--- src/rtl/srgb_to_cielab_top_macros.svh ---
// assertion macros for the srgb to cielab converter
`ifndef SRGB_TO_CIELAB_TOP_MACROS_SVH
`define SRGB_TO_CIELAB_TOP_MACROS_SVH

// antecedent implies consequent in the same cycle
`define S2LAB_ASSERT_IMPLY(lbl, clk, rst, ante, cons, msg) \
   lbl: assert property (@(posedge clk) disable iff (rst) (ante) |-> (cons)) \
      else $error(msg);

// expression holds at every edge out of reset
`define S2LAB_ASSERT_ALWAYS(lbl, clk, rst, expr, msg) \
   lbl: assert property (@(posedge clk) disable iff (rst) (expr)) else $error(msg);

`endif

--- src/rtl/s2lab_pkg.sv ---
// shared constants, types and the linearization table for the srgb to cielab converter
package s2lab_pkg;

   localparam int FRAC_BITS = 8;

   localparam int LIN_W   = 25;
   localparam int COEF_W  = 24;
   localparam int PROD_W  = 48;
   localparam int SUM_W   = 49;
   localparam int DIV_W   = 24;
   localparam int RCP_W   = 25;
   localparam int QE_W    = 26;
   localparam int VAL_W   = 25;
   localparam int F_W     = 25;
   localparam int NORM_SHIFT = 22;
   localparam int RCP_SHIFT  = 26;

   localparam int CBRT_BITS = 25;

   // stage counts of each unit
   localparam int XYZ_STAGES  = 6;
   localparam int CBRT_STAGES = 2 + 2 * CBRT_BITS;
   localparam int OUT_STAGES  = 2;
   localparam int PIPE_LATENCY = XYZ_STAGES + CBRT_STAGES + OUT_STAGES;

   typedef logic [2:0][VAL_W-1:0] xyz_type;
   typedef logic [255:0][LIN_W-1:0] lin_rom_type;

   // rgb to xyz matrix, units of 1e-7
   localparam logic [COEF_W-1:0] COEF [3][3] = '{
      '{24'd4124564, 24'd3575761, 24'd1804375},
      '{24'd2126729, 24'd7151522, 24'd721750},
      '{24'd193339,  24'd1191920, 24'd9503041}
   };

   // white point divisors, units of 1e-7
   localparam logic [63:0] DIV_X = 64'd9504700;
   localparam logic [63:0] DIV_Y = 64'd10000000;
   localparam logic [63:0] DIV_Z = 64'd10888300;
   localparam logic [DIV_W-1:0] DIVISOR [3] = '{
      DIV_W'(DIV_X), DIV_W'(DIV_Y), DIV_W'(DIV_Z)
   };
   localparam logic [DIV_W-1:0] DIV_HALF [3] = '{
      DIV_W'(DIV_X / 64'd2), DIV_W'(DIV_Y / 64'd2), DIV_W'(DIV_Z / 64'd2)
   };
   // floor(2^48 / d), never overestimates the quotient
   localparam logic [RCP_W-1:0] RECIP [3] = '{
      RCP_W'((64'd1 << 48) / DIV_X),
      RCP_W'((64'd1 << 48) / DIV_Y),
      RCP_W'((64'd1 << 48) / DIV_Z)
   };

   // companding constants
   localparam logic [VAL_W-1:0] CUBE_THRESH = VAL_W'((64'd8856 << 24) / 64'd1000000);
   localparam int LP_W = 31;
   localparam logic [12:0] LIN_SLOPE = 13'd7787;
   localparam logic [9:0]  LIN_HALF  = 10'd500;
   localparam logic [31:0] MILLI_RCP = 32'(((64'd1 << 41) + 64'd999) / 64'd1000);
   localparam int MILLI_SHIFT = 41;
   localparam logic [F_W-1:0] LIN_OFFSET = F_W'(((64'd4 << 24) + 64'd14) / 64'd29);

   // output formatting
   localparam int OW = 38;
   localparam int OUT_SHIFT = 24 - FRAC_BITS;
   localparam logic signed [OW-1:0] OUT_HALF = OW'(64'd1 << (OUT_SHIFT - 1));
   localparam logic signed [OW-1:0] L_BIAS = OW'(64'd16 << 24);
   localparam logic signed [OW-1:0] L_TOP =
      ((64'd100 << FRAC_BITS) > 64'd32767) ? OW'(32767) : OW'(64'd100 << FRAC_BITS);
   localparam logic signed [OW-1:0] S16_MAX = OW'(32767);
   localparam logic signed [OW-1:0] S16_MIN = -OW'(32768);

   // one entry of the inverse gamma table, q.24
   function automatic logic [LIN_W-1:0] lin_entry(input int unsigned c);
      logic [63:0] cc;
      logic [63:0] t;
      logic [63:0] s;
      logic [63:0] lo;
      logic [63:0] hi;
      logic [63:0] mid;
      logic [63:0] p;
      cc = 64'(c);
      if (cc * 64'd100000 <= 64'd1031475) begin
         return LIN_W'((cc * 64'd167772160 + 64'd16473) / 64'd32946);
      end
      t = (((64'd1000 * cc + 64'd14025) << 24) + 64'd134512) / 64'd269025;
      s = (t * t + (64'd1 << 23)) >> 24;
      lo = 64'd0;
      hi = 64'd1 << 24;
      while (lo < hi) begin
         mid = (lo + hi + 64'd1) >> 1;
         p = (mid * mid) >> 24;
         p = (p * mid) >> 24;
         p = (p * mid) >> 24;
         p = (p * mid) >> 24;
         if (p <= s) begin
            lo = mid;
         end else begin
            hi = mid - 64'd1;
         end
      end
      return LIN_W'((s * lo + (64'd1 << 23)) >> 24);
   endfunction

   function automatic lin_rom_type lin_build();
      lin_rom_type rom;
      for (int c = 0; c < 256; c++) begin
         rom[c] = lin_entry(c);
      end
      return rom;
   endfunction

   localparam lin_rom_type LIN_ROM = lin_build();

endpackage

--- src/rtl/s2lab_out.sv ---
// forms l, a and b, rounds to the output fraction and saturates
module s2lab_out (
   input  logic                        clock,
   input  logic                        reset,
   input  logic                        in_valid,
   input  logic [s2lab_pkg::F_W-1:0]   in_fx,
   input  logic [s2lab_pkg::F_W-1:0]   in_fy,
   input  logic [s2lab_pkg::F_W-1:0]   in_fz,
   output logic                        out_valid,
   output logic [14:0]                 out_lightness,
   output logic signed [15:0]          out_green_red,
   output logic signed [15:0]          out_blue_yellow
);

   localparam int OW = s2lab_pkg::OW;
   localparam logic signed [OW-1:0] K116 = OW'(116);
   localparam logic signed [OW-1:0] K500 = OW'(500);
   localparam logic signed [OW-1:0] K200 = OW'(200);

   logic [1:0] vld_ff;

   logic signed [OW-1:0] sfx;
   logic signed [OW-1:0] sfy;
   logic signed [OW-1:0] sfz;
   logic signed [OW-1:0] lm_ff;
   logic signed [OW-1:0] lm_in;
   logic signed [OW-1:0] am_ff;
   logic signed [OW-1:0] am_in;
   logic signed [OW-1:0] bm_ff;
   logic signed [OW-1:0] bm_in;
   logic signed [OW-1:0] ls;
   logic signed [OW-1:0] as;
   logic signed [OW-1:0] bs;

   logic [14:0]        l_ff;
   logic [14:0]        l_in;
   logic signed [15:0] a_ff;
   logic signed [15:0] a_in;
   logic signed [15:0] b_ff;
   logic signed [15:0] b_in;

   always_comb begin
      sfx = $signed(OW'(in_fx));
      sfy = $signed(OW'(in_fy));
      sfz = $signed(OW'(in_fz));
      lm_in = sfy * K116 - s2lab_pkg::L_BIAS + s2lab_pkg::OUT_HALF;
      am_in = (sfx - sfy) * K500 + s2lab_pkg::OUT_HALF;
      bm_in = (sfy - sfz) * K200 + s2lab_pkg::OUT_HALF;

      // arithmetic shift gives floor division
      ls = lm_ff >>> s2lab_pkg::OUT_SHIFT;
      as = am_ff >>> s2lab_pkg::OUT_SHIFT;
      bs = bm_ff >>> s2lab_pkg::OUT_SHIFT;

      priority if (ls < 0) begin
         l_in = '0;
      end else if (ls > s2lab_pkg::L_TOP) begin
         l_in = s2lab_pkg::L_TOP[14:0];
      end else begin
         l_in = ls[14:0];
      end

      priority if (as < s2lab_pkg::S16_MIN) begin
         a_in = s2lab_pkg::S16_MIN[15:0];
      end else if (as > s2lab_pkg::S16_MAX) begin
         a_in = s2lab_pkg::S16_MAX[15:0];
      end else begin
         a_in = as[15:0];
      end

      priority if (bs < s2lab_pkg::S16_MIN) begin
         b_in = s2lab_pkg::S16_MIN[15:0];
      end else if (bs > s2lab_pkg::S16_MAX) begin
         b_in = s2lab_pkg::S16_MAX[15:0];
      end else begin
         b_in = bs[15:0];
      end
   end

   always_ff @(posedge clock) begin
      if (reset) begin
         vld_ff <= '0;
      end else begin
         vld_ff <= {vld_ff[0], in_valid};
      end
   end

   always_ff @(posedge clock) begin
      lm_ff <= lm_in;
      am_ff <= am_in;
      bm_ff <= bm_in;
      l_ff  <= l_in;
      a_ff  <= a_in;
      b_ff  <= b_in;
   end

   assign out_valid       = vld_ff[1];
   assign out_lightness   = l_ff;
   assign out_green_red   = a_ff;
   assign out_blue_yellow = b_ff;

endmodule

--- config.mk ---
export PLATFORM = sky130hd
export DESIGN_NAME = s2lab_out
export DESIGN_NICKNAME = d
export VERILOG_FILES = /design/src/rtl/srgb_to_cielab_top_macros.svh /design/src/rtl/s2lab_pkg.sv /design/src/rtl/s2lab_out.sv
export SDC_FILE = /design/constraint.sdc
export NUM_CORES = 1
export LEC_CHECK = 0
export ABC_CLOCK_PERIOD_IN_PS = 9050
export BUFFER_PORTS_ARGS = -buffer_cell sky130_fd_sc_hd__buf_2
export CAP_MARGIN = 20
export CORE_ASPECT_RATIO = 2
export CORE_MARGIN = 2
export CORE_UTILIZATION = 63
export CTS_CLUSTER_DIAMETER = 100
export DETAILED_ROUTE_END_ITERATION = 6
export GPL_TIMING_DRIVEN = 1
export MAX_ROUTING_LAYER = met4
export PLACE_DENSITY = 0.91
export REMOVE_ABC_BUFFERS = 1
export SKIP_CTS_REPAIR_TIMING = 1
export SYNTH_ARGS = -nofsm -noshare
export SYNTH_HDL_FRONTEND = slang
export SYNTH_SLANG_ARGS = --single-unit
--- constraint.sdc ---
create_clock -name clock -period 9.05 [get_ports clock]
set_input_delay 0 -clock clock [delete_from_list [all_inputs] [get_ports clock]]
set_output_delay 0 -clock clock [all_outputs]
set_load 0.01 [all_outputs]
### Word level (Yosys, flattened, before mapping)

Index checks and enable logic that the tools add are counted.

| storage, ports and cells | value |
|---|---|
| logic and storage cells | 27 |
| bits in registers | 156 |
| output and inout bits | 48 |

| operators by class | value |
|---|---|
| muxes and demuxes | 3 |
| multipliers | 3 |
| add/subtract/negate cells | 6 |
| reduce and logical (&&, ||, !) cells | 1 |
| magnitude comparators | 6 |

Operators with widths:

| cell | number |
|---|---|
| 25-bit by 25-bit subtractor with 26-bit output | 2 |
| 36-bit by 17-bit adder with 37-bit output, second input constant | 1 |
| 35-bit by 17-bit adder with 36-bit output, second input constant | 1 |
| 33-bit by 17-bit adder with 34-bit output, second input constant | 1 |
| 26-bit by 8-bit multiplier with 34-bit output, second input constant | 1 |
| 32-bit by 29-bit subtractor with 33-bit output, second input constant | 1 |
| 26-bit by 6-bit multiplier with 32-bit output, second input constant | 1 |
| 16-bit two-way mux | 2 |
| 25-bit by 5-bit multiplier with 30-bit output, second input constant | 1 |
| 21-bit by 16-bit greater-than comparator with 1-bit output, second input constant | 1 |
| 21-bit by 16-bit < comparator with 1-bit output, second input constant | 1 |
| 20-bit by 16-bit greater-than comparator with 1-bit output, second input constant | 1 |
| 20-bit by 16-bit < comparator with 1-bit output, second input constant | 1 |
| 18-bit by 16-bit greater-than comparator with 1-bit output, second input constant | 1 |
| 18-bit by 1-bit < comparator with 1-bit output, second input constant | 1 |
| 15-bit two-way mux | 1 |
| 2-bit OR reduction | 1 |

### Logic depth before layout (Yosys ltp)

| logic depth | value |
|---|---|
| word-level depth | 3 |
| gate-level depth with buffers | 33 |
| gate-level depth less buffers | 32 |

### Worst setup path after synthesis

No wires, ideal clock.

| path | value |
|---|---|
| path kind | in2reg |
| start | input port in_fy[2] in the netlist's numbering |
| end | register am_ff[36] (netlist name) |
| path slack | 1.872 ns |
| stages on the path | 32 |
| required time | 8.935 ns |
| data arrival time | 7.063 ns |
| library setup time | 0.115 ns |
| path through | inv_1 > ha_1 > nor2b_1 > o31a_1 > o31ai_1 > a21bo_2 > nand2_1 > a21o_1 > a21o_1 > a21o_1 > a21o_1 > xor2_1 > ha_1 > xnor2_1 > fa_1 > inv_1 > fa_1 > inv_1 > fa_1 > inv_1 > ha_1 > clkbuf_1 > a21oi_1 > o21ai_0 > a211oi_1 > a22oi_1 > a2111oi_2 > nor3b_1 > or3_1 > nor4_1 > a211o_1 > nand2_1 |

| on the way | value |
|---|---|
| longest elaborated chain between the ends | 3 |

RTL lines:

| what | RTL line | RTL |
|---|---|---|
| start: declaration | s2lab_out.sv:7 | `input logic [s2lab_pkg::F_W-1:0] in_fy,` |
| 25-bit by 25-bit subtractor with 26-bit output | s2lab_out.sv:47 | `am_in = (sfx - sfy) * K500 + s2lab_pkg::OUT_HALF;` |
| 26-bit by 8-bit multiplier with 34-bit output | s2lab_out.sv:47 |  |
| 36-bit by 17-bit adder with 37-bit output | s2lab_out.sv:47 |  |
| via am_in[36] | s2lab_out.sv:28 | `logic signed [OW-1:0] am_in;` |

The timed path passes the listed nets, and every way through them passes these cells.
A chain may end at the register's enable or synchronous reset.

### Worst setup path in the final report

| path | value |
|---|---|
| start | input port in_fy[1] in the netlist's numbering |
| end | register am_ff[36] (netlist name) |

| on the way | value |
|---|---|
| longest elaborated chain between the ends | 3 |

RTL lines:

| what | RTL line |
|---|---|
| 25-bit by 25-bit subtractor with 26-bit output | s2lab_out.sv:47 |
| 26-bit by 8-bit multiplier with 34-bit output | s2lab_out.sv:47 |
| 36-bit by 17-bit adder with 37-bit output | s2lab_out.sv:47 |
| via am_in[36] | s2lab_out.sv:28 |

The timed path passes the listed nets, and every way through them passes these cells.

==> results_dict.tcl <==
set metrics [dict create \
    status "finished with violations" \
    failed_checks "design-rule violations" \
    clk_pin_slew_ns 0.08 \
    final_util 0.6919 \
    die_width_um 119.8 \
    cpMaxStageDelayCell "nor4_1" \
    cap_violations 0 \
    clockBufferDepth 2 \
    rsz0062_at_grt "false" \
    multi_input_area_um2 12940 \
    crit_fanout 7 \
    dp_hpwl_um 36160 \
    muxShareOfSynthArea 0.002370 \
    num-nets-final 2617 \
    ys_top_cells_by_area "ha_1, fa_1, dfxtp_1, inv_1, xnor2_1" \
    cp.arrival_ns 8.56 \
    final_hold_viol_count 0 \
    ys_warn_count 0 \
    drtIter0Drc 790 \
    num_rows 84 \
    wl_um 42290 \
    crit_family "compound AO/OA/AOI/OAI gates" \
    yosysTopAreaCellShare 0.1918 \
    ys_seq_elements 108 \
    relSlewSlack 0.2529 \
    drv_slew 0 \
    io_pins 126 \
    fill_cells 2078 \
    clock_sinks 108 \
    synth_area_per_cell_um2 8.410 \
    insertion_delay_ns 0.38 \
    fmaxAchievable_mhz 120.6 \
    grt_overflow 0 \
    gp_congestion 0.9873 \
    crit_path_frequent_cell "inv_1" \
    dr.pass1.iters 7 \
    synth-main-ff-cell "dfxtp_1" \
    setup_tns_ns 0 \
    syn_inst 2009 \
    grt_pass1_vias 15580 \
    core_area_um2 26380 \
    crit_type "input pin to flip-flop" \
    synth_top_family_by_area "adder cells" \
    netlist.top_cell.by_area "ha_1" \
    h-tree-depth 3 \
    setup_violations 0 \
    cts_buffers 9 \
    wl_per_cell_um 17.05 \
    synth_compound_area_frac 0.1706 \
    hp-class "input pin to flip-flop" \
    cp.depth 30 \
    hold_path_depth 3 \
    ant_nets 0 \
    grt_pass1_wl_um 69400 \
    grtUsageTotal 0.3129 \
    regArea_um2 2162 \
    required_ns 9.32 \
    start_util 0.6405 \
    final.period_utilization 0.9159 \
    die_h_um 235.6 \
    drc_errors 1 \
    synth-simple-area-share 0.1268 \
    yosys.area_share.xor_xnor 0.08960 \
    yosysUniqueCellTypes 85 \
    cts_tree "done" \
    via_per_inst 5.894 \
    drive_gt1_frac 0.08443 \
    fin_skew_ns 0.008897 \
    finalWorstPathRequiredPeriod_ns 8.289 \
    seq_area_frac_synth 0.1280 \
    synth-edff-count 0 \
    cts_root_buffer "clkbuf_16" \
    r2r_cells 6 \
    tightest_slew_ns 1.113 \
    num_vias 14620 \
    antenna_found_initial 4 \
    async_reset_ff_frac 0 \
    grt_max_degree 23 \
    cp.buffers_inverters 5 \
    area_delta_synth_final_pct 8.035 \
    cp-start-kind "input pin" \
    slowest_delay_ns 0.57 \
    critPathCaptureType "flip-flop" \
    portBuffers 125 \
    syn_area_um2 16900 \
    synthAdderAreaFrac 0.3760 \
    die_area_um2 28220 \
]
-- Yosys cell counts, types with 5 or more instances --
master,count
xor2_1,76
nand4_1,17
or3_1,12
and4_1,11
and2_1,22
o31ai_1,10
nor3_1,20
nor4_1,12
inv_1,447
o211ai_1,13
a211o_1,10
o2111ai_1,5
clkbuf_1,27
o21a_1,33
a21o_1,71
ha_1,259
a31oi_1,12
nand2_1,102
nand2b_1,21
a21boi_0,5
a21oi_1,98
o21bai_1,6
nand3_1,33
nor3b_1,9
or2_2,9
maj3_1,5
fa_1,153
and3_1,21
a211oi_1,20
nor2_1,86
nor2b_1,15
o21ai_0,67
xnor2_1,95
dfxtp_1,108
-- cells by family (layout without fill, tap and decap cells) --
| group | count (synthesis) | in the layout |
|---|---|---|
| XOR/XNOR | 172 | 172 |
| AO/OA/AOI/OAI | 418 | 418 |
| adder cells (fa/ha/maj) | 417 | 417 |
| buffers and inverters | 478 | 601 |
| flip-flops | 108 | 108 |
| AND/OR/NAND/NOR | 411 | 411 |
| other | 1 | 5 |
| multiplexers | 4 | 4 |
-- worst paths after layout --
check / from / slack, ns / endpoint
worst max-delay path: in_fy[1] / 0.76 / am_ff[36]
worst min-delay path: reset / 0.31 / vld_ff[1]
worst max register to register: lm_ff[23] / 7.04 / out_lightness[9]
worst min register to register: bm_ff[35] / 0.37 / out_blue_yellow[15]
-- layer usage --
layer	track usage	part of all wire
met1	0.2643	0.33
met2	0.6081	0.56
met3	0.03634	0.034
met4	0.2242	0.077
met5	-	0
-- sequential cells by signal (all words and copies together), names as in the netlist --
signal           cells
am_ff               21
bm_ff               20
lm_ff               18
out_blue_yellow     16
out_green_red       16
out_lightness       15
vld_ff               2
-- worst register-to-register path: stages (launching register included) --
cell and delay, ns:
dfxtp_1 0.31, or4_1 0.51, o41ai_1 0.35, a21oi_1 0.12, nor4_1 0.25, buf_2 0.25, and2_1 0.16
-- metrics by stage --
step / cell area (um2) / std cells / hold slack [ns] / setup slack (ns)
after floorplan: 16780 / 1978 / 0.07161 / 1.935
after global placement: 17910 / 2457 / 0.1715 / 0.7272
after detailed placement: 17910 / 2457 / 0.1764 / 0.4608
after CTS: 18220 / 2473 / -0.2233 / 0.8202
after global routing: 18250 / 2480 / 0.3340 / 0.3059
final: 18250 / 2480 / 0.3127 / 0.7613
-- cell type report --
type,count,share of cell area
Clock inverter,7,0.004730
Sequential cell,108,0.1184
Tap cell,344,0.02358
Antenna cell,4,0.0005484
Multi-Input combinational cell,1423,0.7087
Timing Repair Buffer,138,0.03976
Clock buffer,9,0.01234
Inverter,447,0.09192
-- cell usage in the layout (no fill, tap or decap), drive strengths merged, types with 5 or more instances in the layout --
cell,netlist,layout
inv,447,451
ha,259,259
fa,153,153
buf,4,136
dfxtp,108,108
nand2,102,102
a21oi,99,99
xnor2,96,96
nor2,86,86
xor2,76,76
a21o,71,71
o21ai,71,71
nand3,34,34
o21a,33,33
and3,23,23
and2,22,22
nand2b,21,21
a211oi,21,21
nor3,20,20
nand4,17,17
nor2b,15,15
o211ai,13,13
a31oi,13,13
nor4,13,13
or3,12,12
and4,11,11
o31ai,10,10
a211o,10,10
or2,10,10
nor3b,9,9
clkbuf,27,9
a2111oi,7,7
o21bai,6,6
o2111ai,5,5
maj3,5,5
a21boi,5,5
Power is not shown: default switching activity piles up to over one toggle a cycle in this logic, so the estimate is an artifact.
